[src/sv/ips_pkg.sv]
package ips_pkg;

   localparam int CountBits = 10;
   localparam int RegBits = 10;
   localparam int NumTimed = 7;
   localparam int NumRegs = 8;
   localparam int IndexBits = 4;
   localparam int LenBits = (CountBits > RegBits) ? CountBits : RegBits;
   localparam logic [CountBits-1:0] CountMax = {CountBits{1'b1}};

   localparam logic [IndexBits-1:0] REG_GAP = 4'd0;
   localparam logic [IndexBits-1:0] REG_DISCHARGE = 4'd1;
   localparam logic [IndexBits-1:0] REG_SETTLE = 4'd2;
   localparam logic [IndexBits-1:0] REG_SOFT_ON = 4'd3;
   localparam logic [IndexBits-1:0] REG_SOFT_OFF = 4'd4;
   localparam logic [IndexBits-1:0] REG_MAIN_ON = 4'd5;
   localparam logic [IndexBits-1:0] REG_WATCH = 4'd6;
   localparam logic [IndexBits-1:0] REG_CONTINUOUS = 4'd7;

   localparam logic [RegBits-1:0] GAP_RESET = 10'd10;
   localparam logic [RegBits-1:0] DISCHARGE_RESET = 10'd20;
   localparam logic [RegBits-1:0] SETTLE_RESET = 10'd750;
   localparam logic [RegBits-1:0] SOFT_ON_RESET = 10'd5;
   localparam logic [RegBits-1:0] SOFT_OFF_RESET = 10'd5;
   localparam logic [RegBits-1:0] MAIN_ON_RESET = 10'd30;
   localparam logic [RegBits-1:0] WATCH_RESET = 10'd100;

   typedef enum logic [3:0] {
      PH_IDLE     = 4'd0,
      PH_GAP      = 4'd1,
      PH_DIS      = 4'd2,
      PH_SETTLE   = 4'd3,
      PH_SOFT_ON  = 4'd4,
      PH_SOFT_OFF = 4'd5,
      PH_MAIN     = 4'd6,
      PH_WATCH    = 4'd7,
      PH_REARM    = 4'd8
   } phase_type;

   typedef struct packed {
      logic enable_n;
      logic overcurrent_n;
   } req_type;

   typedef struct packed {
      logic      charge_drive;
      logic      discharge_drive;
      logic      led_on;
      phase_type phase;
   } rsp_type;

   typedef struct packed {
      logic [NumTimed-1:0][RegBits-1:0] dur;
      logic                             continuous;
   } cfg_type;

endpackage

[src/sv/ips_csr.sv]
module ips_csr (
   input  logic                               clock,
   input  logic                               reset,
   input  logic                               csr_write_en,
   input  logic [ips_pkg::IndexBits-1:0]      csr_index,
   input  logic [ips_pkg::RegBits-1:0]        csr_wdata,
   output ips_pkg::cfg_type                   cfg
);

   ips_pkg::cfg_type cfg_ff, cfg_in;

   always_comb begin
      cfg_in = cfg_ff;
      if (csr_write_en) begin
         case (csr_index)
            ips_pkg::REG_GAP:        cfg_in.dur[0] = csr_wdata;
            ips_pkg::REG_DISCHARGE:  cfg_in.dur[1] = csr_wdata;
            ips_pkg::REG_SETTLE:     cfg_in.dur[2] = csr_wdata;
            ips_pkg::REG_SOFT_ON:    cfg_in.dur[3] = csr_wdata;
            ips_pkg::REG_SOFT_OFF:   cfg_in.dur[4] = csr_wdata;
            ips_pkg::REG_MAIN_ON:    cfg_in.dur[5] = csr_wdata;
            ips_pkg::REG_WATCH:      cfg_in.dur[6] = csr_wdata;
            ips_pkg::REG_CONTINUOUS: cfg_in.continuous = csr_wdata[0];
            default: ;
         endcase
      end
   end

   always_ff @(posedge clock) begin
      if (reset) begin
         cfg_ff.dur[0] <= ips_pkg::GAP_RESET;
         cfg_ff.dur[1] <= ips_pkg::DISCHARGE_RESET;
         cfg_ff.dur[2] <= ips_pkg::SETTLE_RESET;
         cfg_ff.dur[3] <= ips_pkg::SOFT_ON_RESET;
         cfg_ff.dur[4] <= ips_pkg::SOFT_OFF_RESET;
         cfg_ff.dur[5] <= ips_pkg::MAIN_ON_RESET;
         cfg_ff.dur[6] <= ips_pkg::WATCH_RESET;
         cfg_ff.continuous <= 1'b0;
      end else begin
         cfg_ff <= cfg_in;
      end
   end

   assign cfg = cfg_ff;

endmodule

[src/sv/ips_core.sv]
module ips_core (
   input  logic              clock,
   input  logic              reset,
   input  logic              accept,
   input  ips_pkg::req_type  req,
   input  ips_pkg::cfg_type  cfg,
   output ips_pkg::rsp_type  rsp
);

   ips_pkg::phase_type phase_ff, phase_in;
   logic [ips_pkg::CountBits-1:0] count_ff, count_in;

   ips_pkg::phase_type ph;
   logic [ips_pkg::CountBits-1:0] cnt, cnt_inc;
   logic [2:0] sel;
   logic [ips_pkg::LenBits-1:0] len_w, cnt_w;
   logic en_low, oc_low, cont, done;

   always_comb begin
      en_low = ~req.enable_n;
      oc_low = ~req.overcurrent_n;
      cont = cfg.continuous;
      ph = phase_ff;
      cnt = count_ff;
      if (phase_ff == ips_pkg::PH_IDLE && (en_low || cont)) begin
         ph = ips_pkg::PH_GAP;
         cnt = '0;
      end
      cnt_inc = cnt + 1'b1;
      sel = 3'(4'(ph) - 4'd1);
      len_w = ips_pkg::LenBits'(cfg.dur[sel]);
      cnt_w = ips_pkg::LenBits'(cnt_inc);
      // count at the top of its range ends the phase (saturated length)
      done = (cnt_w >= len_w) || (cnt_inc == ips_pkg::CountMax) || (cnt_inc == '0);

      phase_in = phase_ff;
      count_in = count_ff;
      rsp.charge_drive = 1'b0;
      rsp.discharge_drive = 1'b0;
      rsp.led_on = 1'b0;
      rsp.phase = ph;

      case (ph)
         ips_pkg::PH_IDLE: begin
            phase_in = ips_pkg::PH_IDLE;
         end
         ips_pkg::PH_REARM: begin
            if (!en_low || cont) begin
               phase_in = ips_pkg::PH_IDLE;
               count_in = '0;
            end else begin
               phase_in = ips_pkg::PH_REARM;
            end
         end
         ips_pkg::PH_GAP, ips_pkg::PH_DIS, ips_pkg::PH_SETTLE, ips_pkg::PH_SOFT_ON,
         ips_pkg::PH_SOFT_OFF, ips_pkg::PH_MAIN, ips_pkg::PH_WATCH: begin
            if (ph == ips_pkg::PH_WATCH && oc_low) begin
               // overcurrent abort: all drives off
               rsp.phase = ips_pkg::PH_REARM;
               phase_in = cont ? ips_pkg::PH_GAP : ips_pkg::PH_REARM;
               count_in = '0;
            end else begin
               rsp.discharge_drive = (ph == ips_pkg::PH_DIS);
               rsp.charge_drive = (ph == ips_pkg::PH_SOFT_ON) || (ph == ips_pkg::PH_MAIN) ||
                                  (ph == ips_pkg::PH_WATCH);
               rsp.led_on = (ph != ips_pkg::PH_GAP);
               if (done) begin
                  count_in = '0;
                  if (ph == ips_pkg::PH_WATCH) begin
                     phase_in = cont ? ips_pkg::PH_GAP : ips_pkg::PH_REARM;
                  end else begin
                     phase_in = ips_pkg::phase_type'(4'(ph) + 4'd1);
                  end
               end else begin
                  count_in = cnt_inc;
                  phase_in = ph;
               end
            end
         end
         default: begin
            rsp.phase = ips_pkg::PH_IDLE;
            phase_in = ips_pkg::PH_IDLE;
         end
      endcase
   end

   always_ff @(posedge clock) begin
      if (reset) begin
         phase_ff <= ips_pkg::PH_IDLE;
         count_ff <= '0;
      end else if (accept) begin
         phase_ff <= phase_in;
         count_ff <= count_in;
      end
   end

endmodule

[src/sv/ignition_pulse_sequencer.sv]
// Ignition pulse sequencer. Each request is one timing tick carrying the enable and
// overcurrent pin levels; each tick yields exactly one response with the charge,
// discharge and LED drives and the phase of that tick. A request is taken every cycle
// and its response appears in the output register in the next cycle; the only
// limit is that output register, so a request is taken whenever the response
// register is empty or being drained. Phase durations and continuous mode sit in
// csr registers 0..7 and should be written while no ticks are in flight.
module ignition_pulse_sequencer (
   input  logic                          clock,
   input  logic                          reset,
   input  logic                          req_valid,
   output logic                          req_stall,
   input  ips_pkg::req_type              req_data,
   output logic                          rsp_valid,
   input  logic                          rsp_stall,
   output ips_pkg::rsp_type              rsp_data,
   input  logic                          csr_write_en,
   input  logic [ips_pkg::IndexBits-1:0] csr_index,
   input  logic [ips_pkg::RegBits-1:0]   csr_wdata
);

   ips_pkg::cfg_type cfg;
   ips_pkg::rsp_type step_rsp;
   ips_pkg::rsp_type rsp_data_ff;
   logic rsp_valid_ff, rsp_valid_in;
   logic accept;

   assign req_stall = rsp_valid_ff & rsp_stall;
   assign accept = req_valid & ~req_stall;
   assign rsp_valid_in = accept | (rsp_valid_ff & rsp_stall);

   ips_csr u_csr (
      .clock        (clock),
      .reset        (reset),
      .csr_write_en (csr_write_en),
      .csr_index    (csr_index),
      .csr_wdata    (csr_wdata),
      .cfg          (cfg)
   );

   ips_core u_core (
      .clock  (clock),
      .reset  (reset),
      .accept (accept),
      .req    (req_data),
      .cfg    (cfg),
      .rsp    (step_rsp)
   );

   always_ff @(posedge clock) begin
      if (reset) begin
         rsp_valid_ff <= 1'b0;
      end else begin
         rsp_valid_ff <= rsp_valid_in;
      end
   end

   always_ff @(posedge clock) begin
      if (accept) begin
         rsp_data_ff <= step_rsp;
      end
   end

   assign rsp_valid = rsp_valid_ff;
   assign rsp_data = rsp_data_ff;

   a_no_shoot_through: assert property (@(posedge clock) disable iff (reset)
      rsp_valid_ff |-> !(rsp_data_ff.charge_drive && rsp_data_ff.discharge_drive))
      else $error("charge and discharge on together");

   a_quiet_phases: assert property (@(posedge clock) disable iff (reset)
      rsp_valid_ff && (rsp_data_ff.phase == ips_pkg::PH_IDLE ||
                       rsp_data_ff.phase == ips_pkg::PH_GAP ||
                       rsp_data_ff.phase == ips_pkg::PH_REARM)
      |-> !(rsp_data_ff.charge_drive || rsp_data_ff.discharge_drive || rsp_data_ff.led_on))
      else $error("drive on in a quiet phase");

   a_accept_fills: assert property (@(posedge clock) disable iff (reset)
      accept |=> rsp_valid_ff)
      else $error("accepted request left no response");

   a_reset_empty: assert property (@(posedge clock)
      reset |=> !rsp_valid_ff)
      else $error("response valid after reset");

endmodule
[config.mk]
export PLATFORM = sky130hd
export DESIGN_NAME = ignition_pulse_sequencer
export DESIGN_NICKNAME = d
export VERILOG_FILES = /design/src/sv/ips_pkg.sv /design/src/sv/ips_csr.sv /design/src/sv/ips_core.sv /design/src/sv/ignition_pulse_sequencer.sv
export SDC_FILE = /design/constraint.sdc
export NUM_CORES = 1
export LEC_CHECK = 0
export BUFFER_PORTS_ARGS = -buffer_cell sky130_fd_sc_hd__buf_2
export CAP_MARGIN = 20
export CORE_MARGIN = 3
export CORE_UTILIZATION = 40
export CTS_CLUSTER_DIAMETER = 30
export DETAILED_ROUTE_END_ITERATION = 7
export GPL_TIMING_DRIVEN = 0
export SYNTH_ARGS = -nofsm -noshare
export SYNTH_HDL_FRONTEND = slang
export SYNTH_SLANG_ARGS = --single-unit
[constraint.sdc]
create_clock -name clock -period 8.35 [get_ports clock]
set_input_delay 1.2525 -clock clock [delete_from_list [all_inputs] [get_ports clock]]
set_output_delay 1.2525 -clock clock [all_outputs]
set_load 0.05 [all_outputs]
Yosys cells after proc, flatten, opt, wreduce, memory -nomap -nowiden
Cells that the tools add are included. W data, S select, Z words.

Logic and storage cells: 86. Register bits after elaboration: 93.

Eq/ne operators: 18. Muxes and demuxes: 16. Magnitude comparators: 2. Bitwise gates (word level): 7. Add/sub/neg operators: 3. Reduce and logical (&&, ||, !) cells: 25.

Operators with widths (count): $mux W10 (5); $eq A4 B3 Y1 const B (8); $bmux W10 S3 (1); $mux W4 (7); $pmux W10 S2 (1); $eq A4 B2 Y1 const B (4); $pmux W4 S2 (2); $reduce_and A2 Y1 (8); $logic_not A4 Y1 (3); $add A10 B1 Y10 const B (1); $eq A10 B10 Y1 const B (1); $ge A10 B10 Y1 (1); $logic_not A10 Y1 (1); $eq A4 B1 Y1 const B (2); $reduce_or A7 Y1 (1); $logic_or A1 B1 Y1 (6); $add A4 B1 Y4 const B (1); $eq A4 B4 Y1 const B (1); $lt A3 B4 Y1 const B (1); $ne A4 B1 Y1 const B (1); $not A1 Y1 (4); $reduce_or A2 Y1 (2); $reduce_and A3 Y1 (1); $sub A3 B1 Y3 const B (1); other kinds (5) (7).

Logic depth before layout (Yosys ltp)
Gate-level depths: netlist of the first run.

Depth in word-level cells: 13. Depth in mapped cells: 20. Mapped depth without buffers: 17.

By module
From an unflattened synthesis of the first run, not the netlist that was laid out.

Cells, all modules: 473. Area total of the unflattened synthesis: 4747.1 µm².

By module, submodules not included: ips_csr (cells an instance 260, area each 2812.7 µm², instances 1); ips_core (cells an instance 201, area each 1677.9 µm², instances 1); ignition_pulse_sequencer (cells an instance 12, area each 256.5 µm², instances 1).

Worst setup path after synthesis of the first run
Ideal clock, no wire load.

Path type: input to register. From: in req_data[1] in the netlist's numbering. To: reg u_core.phase_ff[1]. Data arrival time: 4721 ps. Slack: 3507 ps. Stages on the path: 15. Cell sequence: nand2b_1 -> a31oi_1 -> ha_1 -> xnor2_2 -> buf_2 -> mux4_2 -> mux2i_1 -> ha_1 -> nand4_1 -> or3_1 -> a2111oi_0 -> a21oi_1 -> o211a_2 -> and2_4 -> a311o_1.

Longest elaborated chain between the ends: 13. Elaborated cells between the ends (all ways): 29. Classes of those cells: add/sub: 3; order compare: 1; eq/ne: 9; mux: 8; bitwise: 1; reduce/logical: 7.

Ends and longest elaborated chain: from (decl) (line ignition_pulse_sequencer.sv:13) `input ips_pkg::req_type req_data,`; $not A1 Y1 * (line ips_core.sv:20) `en_low = ~req.enable_n;`; $logic_or A1 B1 Y1 * (line ips_core.sv:25) `if (phase_ff == ips_pkg::PH_IDLE && (en_low || cont)) begin`; $logic_and A1 B1 Y1 * (line ips_core.sv:25); $mux W4 (line ips_core.sv:25); $sub A3 B1 Y3 (line ips_core.sv:30) `sel = 3'(4'(ph) - 4'd1);`; $bmux W10 S3 (line ips_core.sv:31) `len_w = ips_pkg::LenBits'(cfg.dur[sel]);`; $mux W10 (implied by the code) (line ips_core.sv:31); $ge A10 B10 Y1 (line ips_core.sv:34) `done = (cnt_w >= len_w) || (cnt_inc == ips_pkg::CountMax) || (cnt_inc == '0);`; $logic_or A1 B1 Y1 (2 in series) (line ips_core.sv:34); $mux W4 (line ips_core.sv:67) `if (done) begin`; $mux W4 (line ips_core.sv:57) `if (ph == ips_pkg::PH_WATCH && oc_low) begin`; $pmux W4 S2 * (line ips_core.sv:43) `case (ph)`; to (signal assigned) (line ips_core.sv:89) `phase_ff <= ips_pkg::PH_IDLE;`; to (signal assigned) (line ips_core.sv:92) `phase_ff <= phase_in;`; to (decl) (line ips_core.sv:10) `ips_pkg::phase_type phase_ff, phase_in;`.

Every way passes the cells marked *; elsewhere a longest branch is shown, timed or not. The select of a mux whose other input is x is not followed. A chain may end at the register's enable or synchronous reset.

Final worst setup path of the first run
From: in req_data[1] in the netlist's numbering. To: reg u_core.count_ff[5] in the netlist's numbering.

Longest elaborated chain between the ends: 13. Elaborated cells between the ends (all ways): 31. Classes of those cells: add/sub: 2; order compare: 1; eq/ne: 10; mux: 7; bitwise: 1; reduce/logical: 10.

Ends and longest elaborated chain: $not A1 Y1 (line ips_core.sv:20); $logic_or A1 B1 Y1 (line ips_core.sv:25); $logic_and A1 B1 Y1 (line ips_core.sv:25); $mux W4 (line ips_core.sv:25); $sub A3 B1 Y3 (line ips_core.sv:30); $bmux W10 S3 (line ips_core.sv:31); $mux W10 (implied by the code) (line ips_core.sv:31); $ge A10 B10 Y1 (line ips_core.sv:34); $logic_or A1 B1 Y1 (2 in series) (line ips_core.sv:34); $mux W10 (line ips_core.sv:67); $mux W10 (line ips_core.sv:57); $pmux W10 S2 (line ips_core.sv:43); to (signal assigned) (line ips_core.sv:93) `count_ff <= count_in;`; to (decl) (line ips_core.sv:11) `logic [ips_pkg::CountBits-1:0] count_ff, count_in;`.

Parallel ways exist; a longest one is shown, timed or not. The select of a mux whose other input is x is not followed.

==> results.py, run 1 <==
metrics = {
    "status": {
        "status": "finished clean",
    },
    "global_route": {
        "grtUsageTotal_pct": 20.3,
        "overflow": 0,
        "antenna_found_initial": 0,
        "grt_pass1_wl_um": 20400,
        "grt_pass1_vias": 3861,
        "grt_max_degree": 16,
    },
    "die": {
        "placementRows": 38,
        "die_h_um": 114,
        "io-pin-count": 30,
        "die-area_mm2": 0.0129,
        "die_x_um": 114,
        "core_region_area_mm2": 0.0111,
        "start_util_pct": 41.8,
    },
    "timing": {
        "hold_violations": 0,
        "slew_headroom_pct": 39.9,
        "fin_skew_ns": 0.00829,
        "slew_violations": 0,
        "rsz0062_at_grt": "no",
        "setup_viol": 0,
        "period_needed_ns": 5.71,
        "maxClockFrequency_mhz": 175,
        "finalCritPeriodShare_pct": 68.4,
        "totalNegativeSetupSlack_ns": 0,
        "tightest_slew_ns": 0.902,
    },
    "logic_synthesis": {
        "synth_cell_types": 55,
        "syn_area_per_cell_um2": 8.85,
        "syn-num-nets": 556,
        "ys_seq_elements": 93,
        "synth_seq_area_share_pct": 41.7,
        "synth-main-ff-cell": "dfxtp_1",
        "synth_edf_count": 7,
        "synth-async-reset-ratio_pct": 0,
        "syn_inst": 523,
        "netlist_area_mm2": 0.00463,
        "yosys_warnings": 0,
    },
    "worst_hold_path": {
        "hold_class": "reg -> reg",
        "hp-start": "u_csr.cfg[48]$_SDFFE_PP0P_",
    },
    "clocking": {
        "clk_path_buf_depth": 2,
        "cts_resized": 0,
        "clk_latency_ns": 0.35,
        "cts.sinks": 93,
        "cts_tree": "yes",
        "hold_buffers": 0,
        "cts-root-buf": "clkbuf_16",
        "clk_pin_slew_ns": 0.07,
        "cts_buffers": 9,
        "htreeDepth": 3,
        "postCtsSetupRepairBufs": 0,
    },
    "critical_path": {
        "arrival_ns": 5.91,
        "worstSetupEndpointType": "flop",
        "critPathLaunchType": "primary input",
        "critPathLaunch": "req_data[1]",
        "critical_path.max_fanout": 10,
        "cp.required_ns": 8.55,
        "reg2reg_slack_ns": 3.18,
        "r2r_start": "u_csr.cfg[0]$_SDFFE_PP0P_",
        "crit_type": "in -> reg",
    },
    "power": {
        "peakVddDrop_mv": 0.143,
        "sequentialPowerShare_pct": 43.8,
        "p_int_uw": 758,
        "combPwrFrac_pct": 16.5,
        "netSwitchingPower_uw": 302,
        "sw_frac_of_total_pct": 28.5,
        "powerDensity_mw_per_mm2": 202,
        "power.total_mw": 1.06,
        "p_leak_nw": 2.10,
        "p_clk_share_pct": 39.8,
    },
    "layout": {
        "fin_nets": 593,
        "nFillCells": 1097,
        "area_delta_synth_final_pct": 13.1,
        "final_layout_size_suffix_gt1_share_pct": 11.7,
        "antennaDiodeCount": 0,
    },
    "route": {
        "ant_nets": 0,
        "dr.pass1.iters": 4,
        "drc": 0,
        "wl_per_cell_um": 18.2,
        "viasPerCell": 5.64,
        "drtIter0Drc": 260,
        "wl_um": 12800,
        "num_vias": 3976,
    },
    "place": {
        "routabilityCongestion": 0.855,
        "port_buffers": 25,
        "hpwl_um": 8920,
    },
    "run": {
        "cap_violations": 0,
    },
}
cell usage after synthesis (3+ instances only):
master / instances / area [um^2]
nand2_1: 97 / 364
dfxtp_1: 86 / 1720
nor2_1: 75 / 282
mux2i_1: 35 / 350
a21oi_1: 34 / 170
clkbuf_1: 21 / 78.8
nand3b_1: 15 / 113
a211o_1: 12 / 105
ha_1: 12 / 150
a32oi_1: 10 / 87.6
nor3_1: 9 / 45.0
mux4_2: 8 / 180
a22oi_1: 7 / 52.6
edfxtp_1: 7 / 210
inv_1: 7 / 26.3
nand3_1: 7 / 35.0
nor2b_1: 7 / 43.8
nand2b_1: 6 / 37.5
xor2_1: 6 / 52.6
buf_1: 5 / 18.8
o21ai_0: 4 / 20.0
xnor2_1: 4 / 35.0
a31oi_1: 3 / 18.8
and3_1: 3 / 18.8
nor3b_1: 3 / 22.5
or3_1: 3 / 18.8
logic make-up after synthesis:
kind of cell | synth area share (%)
AO/OA/AOI/OAI | 13.0
XOR/XNOR | 2.24
buffers and inverters | 3.46
multiplexers | 12.3
adder cells (fa/ha/maj) | 3.24
flip-flops | 41.7
AND/OR/NAND/NOR | 24.1
power groups by stage:
stage | registers, mW | clock network, mW | logic, mW
final | 0.464 | 0.421 | 0.174
after CTS | 0.464 | 0.425 | 0.173
after global routing | 0.465 | 0.443 | 0.191
after detailed placement | 0.474 | 0 | 0.172
after floorplan | 0.483 | 0 | 0.109
after global placement | 0.474 | 0 | 0.170
flip-flops by register name (all words and copies together), names as in the netlist:
register	count
u_csr.cfg	71
u_core.count_ff	10
rsp_data	7
u_core.phase_ff	4
rsp_valid	1
metrics by stage:
stage	instances	hold slack [ns]	util [%]	worst slack [ns]	area, um^2
final	705	0.455	47.3	2.64	5240
after global routing	705	0.471	47.3	2.36	5240
after CTS	705	0.456	47.3	2.72	5240
after detailed placement	689	0.446	44.6	2.35	4940
after global placement	688	0.442	44.5	2.41	4930
after floorplan	523	0.430	-	3.51	4630
layout make-up:
class / instances / area [um^2] / share of cell area, %
clock buffers: 11 / 243 / 4.63
multi-input cells: 392 / 2540 / 48.5
clock inverters: 5 / 57.6 / 1.10
inverters: 8 / 30.0 / 0.573
repair buffers: 26 / 133 / 2.53
plain buffers: 30 / 130 / 2.48
flip-flops and latches: 93 / 1930 / 36.9
well taps: 140 / 175 / 3.34
cell usage in the layout, fill, tap and decap left out, types with 2 or more instances in the layout:
cell type / count
xor2_1: 6
buf_6: 2
buf_1: 5
nor3_1: 9
buf_2: 27
nand3b_1: 15
a21oi_1: 34
nand2b_1: 6
nand3_1: 7
a211o_1: 12
nand2_1: 97
edfxtp_1: 7
inv_1: 7
ha_1: 12
clkbuf_16: 9
a2111oi_2: 2
and3b_1: 2
mux4_2: 8
a311o_1: 2
xnor2_1: 4
and4_1: 2
or3_1: 3
o21ai_0: 4
nor3b_1: 3
mux2i_1: 35
a22oi_1: 7
nor2b_1: 7
a32oi_1: 10
a21o_1: 2
clkbuf_1: 22
a31oi_1: 3
nor2_1: 75
and3_1: 3
nand4_1: 2
dfxtp_1: 86
routing by layer:
metal | up-vias | track usage [%] | share of wire (%)
met3 | 11 | 5.04 | 3.8
met5 | - | 0 | 0
met1 | 1960 | 26.5 | 46
met2 | 90 | 34.4 | 49
met4 | 0 | 3.61 | 1.1
li1 | 1915 | - | -
critical path, cell delays in order:
cell and delay, ns:
buf_2 0.09, nand2b_1 0.13, a31oi_2 0.53, ha_1 0.25, clkbuf_1 0.57, clkbuf_1 0.61, a22oi_1 0.15, nor2_1 0.15
a21oi_1 0.08, ha_1 0.35, nand4_1 0.13, or3_1 0.42, a2111oi_0 0.43, a21oi_1 0.08, o211a_2 0.21, buf_2 0.21
a32oi_1 0.22, nor2_1 0.07
final timing paths:
path                                                        end  cells after the start
worst max-delay path            u_core.count_ff[5]$_SDFFE_PP0P_                     18
worst max register to register  u_core.count_ff[5]$_SDFFE_PP0P_                     17
worst min-delay path                 u_csr.cfg[48]$_SDFFE_PP0P_                      2
worst min register to register       u_csr.cfg[48]$_SDFFE_PP0P_                      2
Power figures use the tool's default switching activity.
==> run 2, diff against run 1 <==
ABC_AREA = 1   (was unset)
clock period = 4.8 ns   (was 8.35 ns; I/O delays follow)
==> run 2 against run 1 <==
- sequential cell count is the same
- sequential power grew 75%
- first-iteration DRC count grew 71%
- clock power grew 62%
- sequential share of layout area shrank 1.0 points
- routed wire length grew 11%
- non-clock buffer count grew 1
- via count grew 17%
- worst hold slack gained 0.0053 ns
- synthesized area grew 3.3%
- critical path type is now reg -> reg
==> results.py, run 2 <==
metrics = {
    "critical_path": {
        "cp.required_ns": 5.08,
        "crit_type": "reg -> reg",
        "arrival_ns": 4.75,
        "reg2reg_slack_ns": 0.33,
        "critPathLaunchType": "flop",
        "worstSetupEndpointType": "flop",
        "critical_path.max_fanout": 12,
    },
    "layout": {
        "area_delta_synth_final_pct": 12.7,
        "layout_commonest_cell": "nor2_1",
        "layoutNonFillerInstCount": 858,
        "final_layout_size_suffix_gt1_share_pct": 12.0,
        "nFillCells": 1167,
        "fin_nets": 743,
        "largest_reg_flops": 71,
        "multiInputGateArea_mm2": 0.00252,
        "layout_common_cells": "147 x nor2_1, 103 x nand2_1, 101 x o21ai_0",
        "antennaDiodeCount": 0,
        "final-seq-area_mm2": 0.00193,
        "fin_util_pct": 46.6,
    },
    "route": {
        "wl_um": 14300,
        "wl_per_cell_um": 16.7,
        "ant_nets": 0,
        "viasPerCell": 5.43,
        "dr.pass1.iters": 5,
        "drc": 0,
        "num_vias": 4662,
        "drtIter0Drc": 445,
    },
    "global_route": {
        "overflow": 0,
        "grt_pass1_vias": 4345,
        "antenna_found_initial": 0,
        "grt_pass1_wl_um": 23000,
        "grt_max_degree": 16,
        "grtUsageTotal_pct": 22.2,
    },
    "power": {
        "peakVddDrop_mv": 0.201,
        "p_clk_share_pct": 37.9,
        "combPwrFrac_pct": 16.8,
        "sequentialPowerShare_pct": 45.2,
        "p_leak_nw": 2.35,
        "p_int_mw": 1.25,
        "sw_frac_of_total_pct": 30.2,
        "powerDensity_mw_per_mm2": 333,
        "netSwitchingPower_uw": 542,
        "power.total_mw": 1.79,
    },
    "die": {
        "die_x_um": 115,
        "io-pin-count": 30,
        "placementRows": 39,
        "die-area_mm2": 0.0133,
        "start_util_pct": 41.4,
        "core_region_area_mm2": 0.0116,
        "die_h_um": 115,
    },
    "logic_synthesis": {
        "synth-async-reset-ratio_pct": 0,
        "synth_area_leaders": "dfxtp_1 36%, nor2_1 12%, o21ai_0 11%",
        "syn_inst": 672,
        "synth_top_cell_area_share_pct": 36.0,
        "synth_seq_area_share_pct": 40.4,
        "synth-main-ff-cell": "dfxtp_1",
        "synth_fa_ha_area_share_pct": 3.14,
        "yosysTopAreaCell": "dfxtp_1",
        "netlist_area_mm2": 0.00478,
        "yosys.area_share.simple_pct": 31.8,
        "synth_compound_area_share_pct": 17.3,
        "synthXorXnorAreaFrac_pct": 0.366,
        "syn_area_per_cell_um2": 7.12,
        "synth_cell_types": 38,
        "ys_seq_elements": 93,
        "synth_edf_count": 7,
        "yosysMostFrequentCell": "nor2_1",
        "yosys_warnings": 0,
        "syn-num-nets": 705,
        "synthMuxAreaShare_pct": 0,
        "synthTopCellsByCount": "147 x nor2_1, 104 x nand2_1, 102 x o21ai_0, 86 x dfxtp_1, 49 x inv_1",
        "synth_top_family_by_area": "simple AND/OR/NAND/NOR gates",
    },
    "clocking": {
        "htreeDepth": 3,
        "cts_tree": "yes",
        "clk_path_buf_depth": 2,
        "clk_pin_slew_ns": 0.07,
        "clk_latency_ns": 0.35,
        "cts-root-buf": "clkbuf_16",
        "cts.sinks": 93,
        "cts_buffers": 9,
    },
    "timing": {
        "finalCritPeriodShare_pct": 93.1,
        "setup_viol": 0,
        "slew_headroom_pct": 44.1,
        "tightest_slew_ns": 0.836,
        "whs_ns": 0.461,
        "slew_violations": 0,
        "rsz0062_at_grt": "no",
        "hold_violations": 0,
        "fin_skew_ns": 0.00712,
        "maxClockFrequency_mhz": 224,
        "period_needed_ns": 4.47,
    },
    "status": {
        "status": "finished clean",
    },
    "place": {
        "routabilityCongestion": 0.916,
        "hpwl_um": 10200,
        "placedCellCount": 844,
        "port_buffers": 29,
    },
    "run": {
        "cap_violations": 0,
    },
    "worst_hold_path": {
        "hold_class": "reg -> reg",
    },
}
-- run 2: changes by cell type after synthesis, moves of 34 or more --
cell     change
mux2i_1     -35
inv_1       +42
nor2_1      +72
nand3_1     +34
o21ai_0     +98
-- run 2: final timing paths --
kind                                           to                            start  cells past startpoint
setup reg to reg  u_core.count_ff[3]$_SDFFE_PP0P_  u_core.phase_ff[1]$_SDFFE_PP0P_                     24
hold / removal         u_csr.cfg[28]$_SDFFE_PP1P_       u_csr.cfg[28]$_SDFFE_PP1P_                      2
hold reg to reg        u_csr.cfg[28]$_SDFFE_PP1P_       u_csr.cfg[28]$_SDFFE_PP1P_                      2
setup / recovery  u_core.count_ff[3]$_SDFFE_PP0P_  u_core.phase_ff[1]$_SDFFE_PP0P_                     24
-- run 2: metrics by stage --
stage	area (um^2)	setup slack [ns]	setup TNS (ns)
2_1_floorplan	4780	0.509	0
3_3_place_gp	5110	-0.845	-10.95
3_5_place_dp	5110	-0.973	-12.68
4_1_cts	5390	0.0712	0
5_1_grt	5390	0.000905	0
6_report	5390	0.330	0
-- run 2: critical path, cell delays in order (launching register included) --
cell and delay, ns:
dfxtp_1 0.30, buf_2 0.17, nor2_4 0.12, nand3_4 0.12
buf_12 0.17, nand2_4 0.10, clkbuf_2 0.24, buf_2 0.29
inv_1 0.07, ha_1 0.19, or2_2 0.28, nand2_2 0.23
clkbuf_4 0.29, o21ai_0 0.21, ha_1 0.36, a21oi_1 0.15
o21ai_0 0.10, nand4_1 0.07, and3_1 0.21, inv_1 0.07
a21oi_2 0.12, nand2_1 0.10, nor2_4 0.22, a22oi_1 0.11
nor2_1 0.10
-- run 2: logic make-up (layout without fill, tap and decap cells) --
| group | count (synthesis) | after routing |
|---|---|---|
| XOR/XNOR | 2 | 2 |
| flip-flops | 93 | 93 |
| AND/OR/NAND/NOR | 332 | 332 |
| buffers and inverters | 83 | 126 |
| AO/OA/AOI/OAI | 150 | 150 |
| adder cells (fa/ha/maj) | 12 | 12 |
-- run 2: routing by layer --
layer	up-vias	track usage, %	part of all wire, %
li1	2306	-	-
met1	2141	29.3	44
met5	-	0	0
met4	0	6.49	2.0
met3	25	4.16	6.8
met2	190	37.0	47
-- run 2: repair_timing --
action | 4_1_cts | 5_1_grt
buffers inserted | 0 | 0
endpoints found under the setup margin | 14 | 14
resized for setup | 4 | 8
gates cloned | 0 | 0
hold buffers | 0 | 0
-- run 2: power groups by stage --
stage	Clock, mW	Sequential, mW	Combinational, mW
final	0.680	0.812	0.302
after global routing	0.719	0.814	0.333
after CTS	0.691	0.811	0.300
after detailed placement	0	0.829	0.298
after global placement	0	0.829	0.292
after floorplan	0	0.842	0.179
-- run 2: final cells by class --
type | count | area share, %
multi-input cells | 496 | 46.8
flip-flops and latches | 93 | 35.8
clock buffers | 11 | 4.50
inverters | 53 | 3.69
well taps | 143 | 3.32
repair buffers | 29 | 2.69
plain buffers | 28 | 2.53
clock inverters | 5 | 0.650
==> run 3, diff against run 2 <==
CELL_PAD_IN_SITES_DETAIL_PLACEMENT = 1   (was unset)
CELL_PAD_IN_SITES_GLOBAL_PLACEMENT = 1   (was unset)
PLACE_DENSITY_LB_ADDON = 0.1   (was unset)
==> run 3 against run 2 <==
- register-to-register slack better by 0.13 ns
- sequential share of layout area shrank 0.091 points
- worst hold slack got worse by 0.0024 ns
- cell count rose by 0.12%
- global-route usage grew 2.6 points
- first-iteration DRC count shrank 44%
- combinational power increased by 4%
- critical endpoint is now u_core.count_ff[8]$_SDFFE_PP0P_
- largest cell class unchanged
- largest power group unchanged
==> results.py, run 3 (synthesis results as in run 2) <==
metrics = {
    "status": {
        "status": "finished clean",
    },
    "layout": {
        "largest_reg_flops": 71,
        "layout_common_cells": "147 x nor2_1, 103 x nand2_1, 101 x o21ai_0",
        "area_delta_synth_final_pct": 12.9,
        "antennaDiodeCount": 0,
        "final_layout_size_suffix_gt1_share_pct": 12.2,
        "layout_commonest_cell": "nor2_1",
        "layoutNonFillerInstCount": 859,
        "fin_nets": 744,
    },
    "critical_path": {
        "reg2reg_depth": 22,
        "crit_type": "reg -> reg",
        "critical_path.max_fanout": 10,
        "critPathLaunch": "u_core.phase_ff[2]$_SDFFE_PP0P_",
        "cpMostUsedCell": "o21ai_0",
        "critPathLaunchType": "flop",
        "worstPathCellList": "nor2_4, nand3_4, buf_12, nand2_4, inv_1, clkbuf_2, ha_1, buf_2, o21ai_0, o21ai_0, o21ai_0, ha_1, a21oi_1, o21ai_0, nand4_1, and3_1, inv_1, a21oi_2, nand2_1, nor2_4, nand2_1, a21oi_1",
        "cp.required_ns": 5.07,
        "r2r_start": "u_core.phase_ff[2]$_SDFFE_PP0P_",
        "critPathTopFamily": "compound AO/OA/AOI/OAI gates",
        "critPathBufInv": 5,
        "slowest_delay_ns": 0.40,
        "arrival_ns": 4.61,
        "timing.rr.end": "u_core.count_ff[8]$_SDFFE_PP0P_",
        "worstSetupEndpointType": "flop",
        "slowest_stage": "ha_1",
        "reg2reg_slack_ns": 0.46,
    },
    "clocking": {
        "htreeDepth": 3,
        "postCtsSetupRepairBufs": 0,
        "cts_tree": "yes",
        "cts.sinks": 93,
        "clk_pin_slew_ns": 0.07,
        "cts-root-buf": "clkbuf_16",
        "cts_buffers": 9,
        "clk_latency_ns": 0.35,
        "hold_buffers": 0,
        "clk_path_buf_depth": 2,
    },
    "die": {
        "die_x_um": 115,
        "die_h_um": 115,
        "die-area_mm2": 0.0133,
        "start_util_pct": 41.4,
        "io-pin-count": 30,
        "placementRows": 39,
        "core_region_area_mm2": 0.0116,
    },
    "global_route": {
        "grt_pass1_vias": 4912,
        "grtUsageTotal_pct": 24.9,
        "grt_max_degree": 16,
        "grt_pass1_wl_um": 25500,
        "antenna_found_initial": 0,
        "overflow": 0,
    },
    "route": {
        "wl_um": 15700,
        "drc": 0,
        "drtIter0Drc": 250,
        "num_vias": 4703,
        "ant_nets": 0,
        "wl_per_cell_um": 18.3,
        "viasPerCell": 5.47,
        "dr.pass1.iters": 4,
    },
    "worst_hold_path": {
        "hp-start": "u_csr.cfg[1]$_SDFFE_PP0P_",
        "whs_path_depth": 2,
        "min_to": "u_csr.cfg[1]$_SDFFE_PP0P_",
        "hold_class": "reg -> reg",
    },
    "timing": {
        "maxClockFrequency_mhz": 231,
        "layout_setup_ws_ns": 0.462,
        "hold_violations": 0,
        "finalCritPeriodShare_pct": 90.4,
        "fin_skew_ns": 0.00793,
        "slew_violations": 0,
        "slew_headroom_pct": 38.5,
        "rsz0062_at_grt": "no",
        "totalNegativeSetupSlack_ns": 0,
        "period_needed_ns": 4.34,
        "tightest_slew_ns": 0.919,
        "setup_viol": 0,
    },
    "place": {
        "port_buffers": 29,
        "dp_slack_ns": -0.908,
        "hpwl_um": 11400,
        "placedCellCount": 844,
        "routabilityCongestion": 0.864,
    },
    "power": {
        "powerDensity_mw_per_mm2": 335,
        "peakVddDrop_mv": 0.250,
        "p_leak_nw": 2.36,
        "power.total_mw": 1.81,
    },
    "run": {
        "cap_violations": 0,
    },
}
[run 3: cell types whose count changed in the layout (fill, tap and decap cells not counted)]
cell / before / now
clkbuf_1: 20 / 21
clkinvlp_4: 2 / 1
buf_2: 32 / 31
clkinv_4: 1 / 0
inv_4: 1 / 0
inv_6: 0 / 2
nand2_4: 2 / 3
clkbuf_4: 1 / 3
inv_2: 1 / 2
nand2_2: 6 / 5
inv_1: 49 / 48
[run 3: how the worst max path moves through the flow]
stage,depth (start not counted),endpoint,slack (ns)
after floorplan,23,u_core.count_ff[2]$_SDFFE_PP0P_,0.51
after global placement,26,u_core.count_ff[9]$_SDFFE_PP0P_,-0.79
after detailed placement,26,u_core.count_ff[9]$_SDFFE_PP0P_,-0.91
after CTS,25,u_core.count_ff[9]$_SDFFE_PP0P_,0.008
after global routing,23,u_core.count_ff[8]$_SDFFE_PP0P_,0.01
final,22,u_core.count_ff[8]$_SDFFE_PP0P_,0.46
[run 3: worst register-to-register path: stages, from the launching register on]
cell      delay (ns)
dfxtp_1         0.38
nor2_4          0.19
nand3_4         0.14
buf_12          0.18
nand2_4         0.10
inv_1           0.10
clkbuf_2        0.25
ha_1            0.40
buf_2           0.25
o21ai_0         0.12
o21ai_0         0.40
o21ai_0         0.20
ha_1            0.32
a21oi_1         0.15
o21ai_0         0.10
nand4_1         0.07
and3_1          0.22
inv_1           0.07
a21oi_2         0.12
nand2_1         0.10
nor2_4          0.20
nand2_1         0.08
a21oi_1         0.13
[run 3: through the flow]
step           utilization [%]  area [um^2]  hold slack, ns
6_report                  46.7         5400           0.458
2_1_floorplan                -         4780           0.420
4_1_cts                   46.6         5390           0.459
3_5_place_dp              44.2         5110           0.443
5_1_grt                   46.7         5400           0.491
3_3_place_gp              44.2         5110           0.433
[run 3: repair_timing]
item,CTS,global route
gates resized for setup,4,15
setup endpoints to repair,14,14
gates cloned,0,0
[run 3: report_power, final]
part,internal [mW],switching (mW),total (mW)
Clock,0.369,0.313,0.682
Sequential,0.801,0.0110,0.812
Combinational,0.0882,0.226,0.314
[run 3: metal layers]
layer,GRT usage (%),wire length [um],up-vias
met5,0,0,-
met4,12.4,585,0
met3,4.05,516,29
met2,42.4,7740,86
met1,30.3,6850,2279
li1,-,-,2309
[run 3: final cells by class]
cell class              count  area [um^2]
clock buffers              12          246
plain buffers              29          146
inverters                  53          199
clock inverters             4         30.0
fillers                  1468         6160
repair buffers             29          145
flip-flops and latches     93         1930
well taps                 143          179
multi-input cells         496         2530
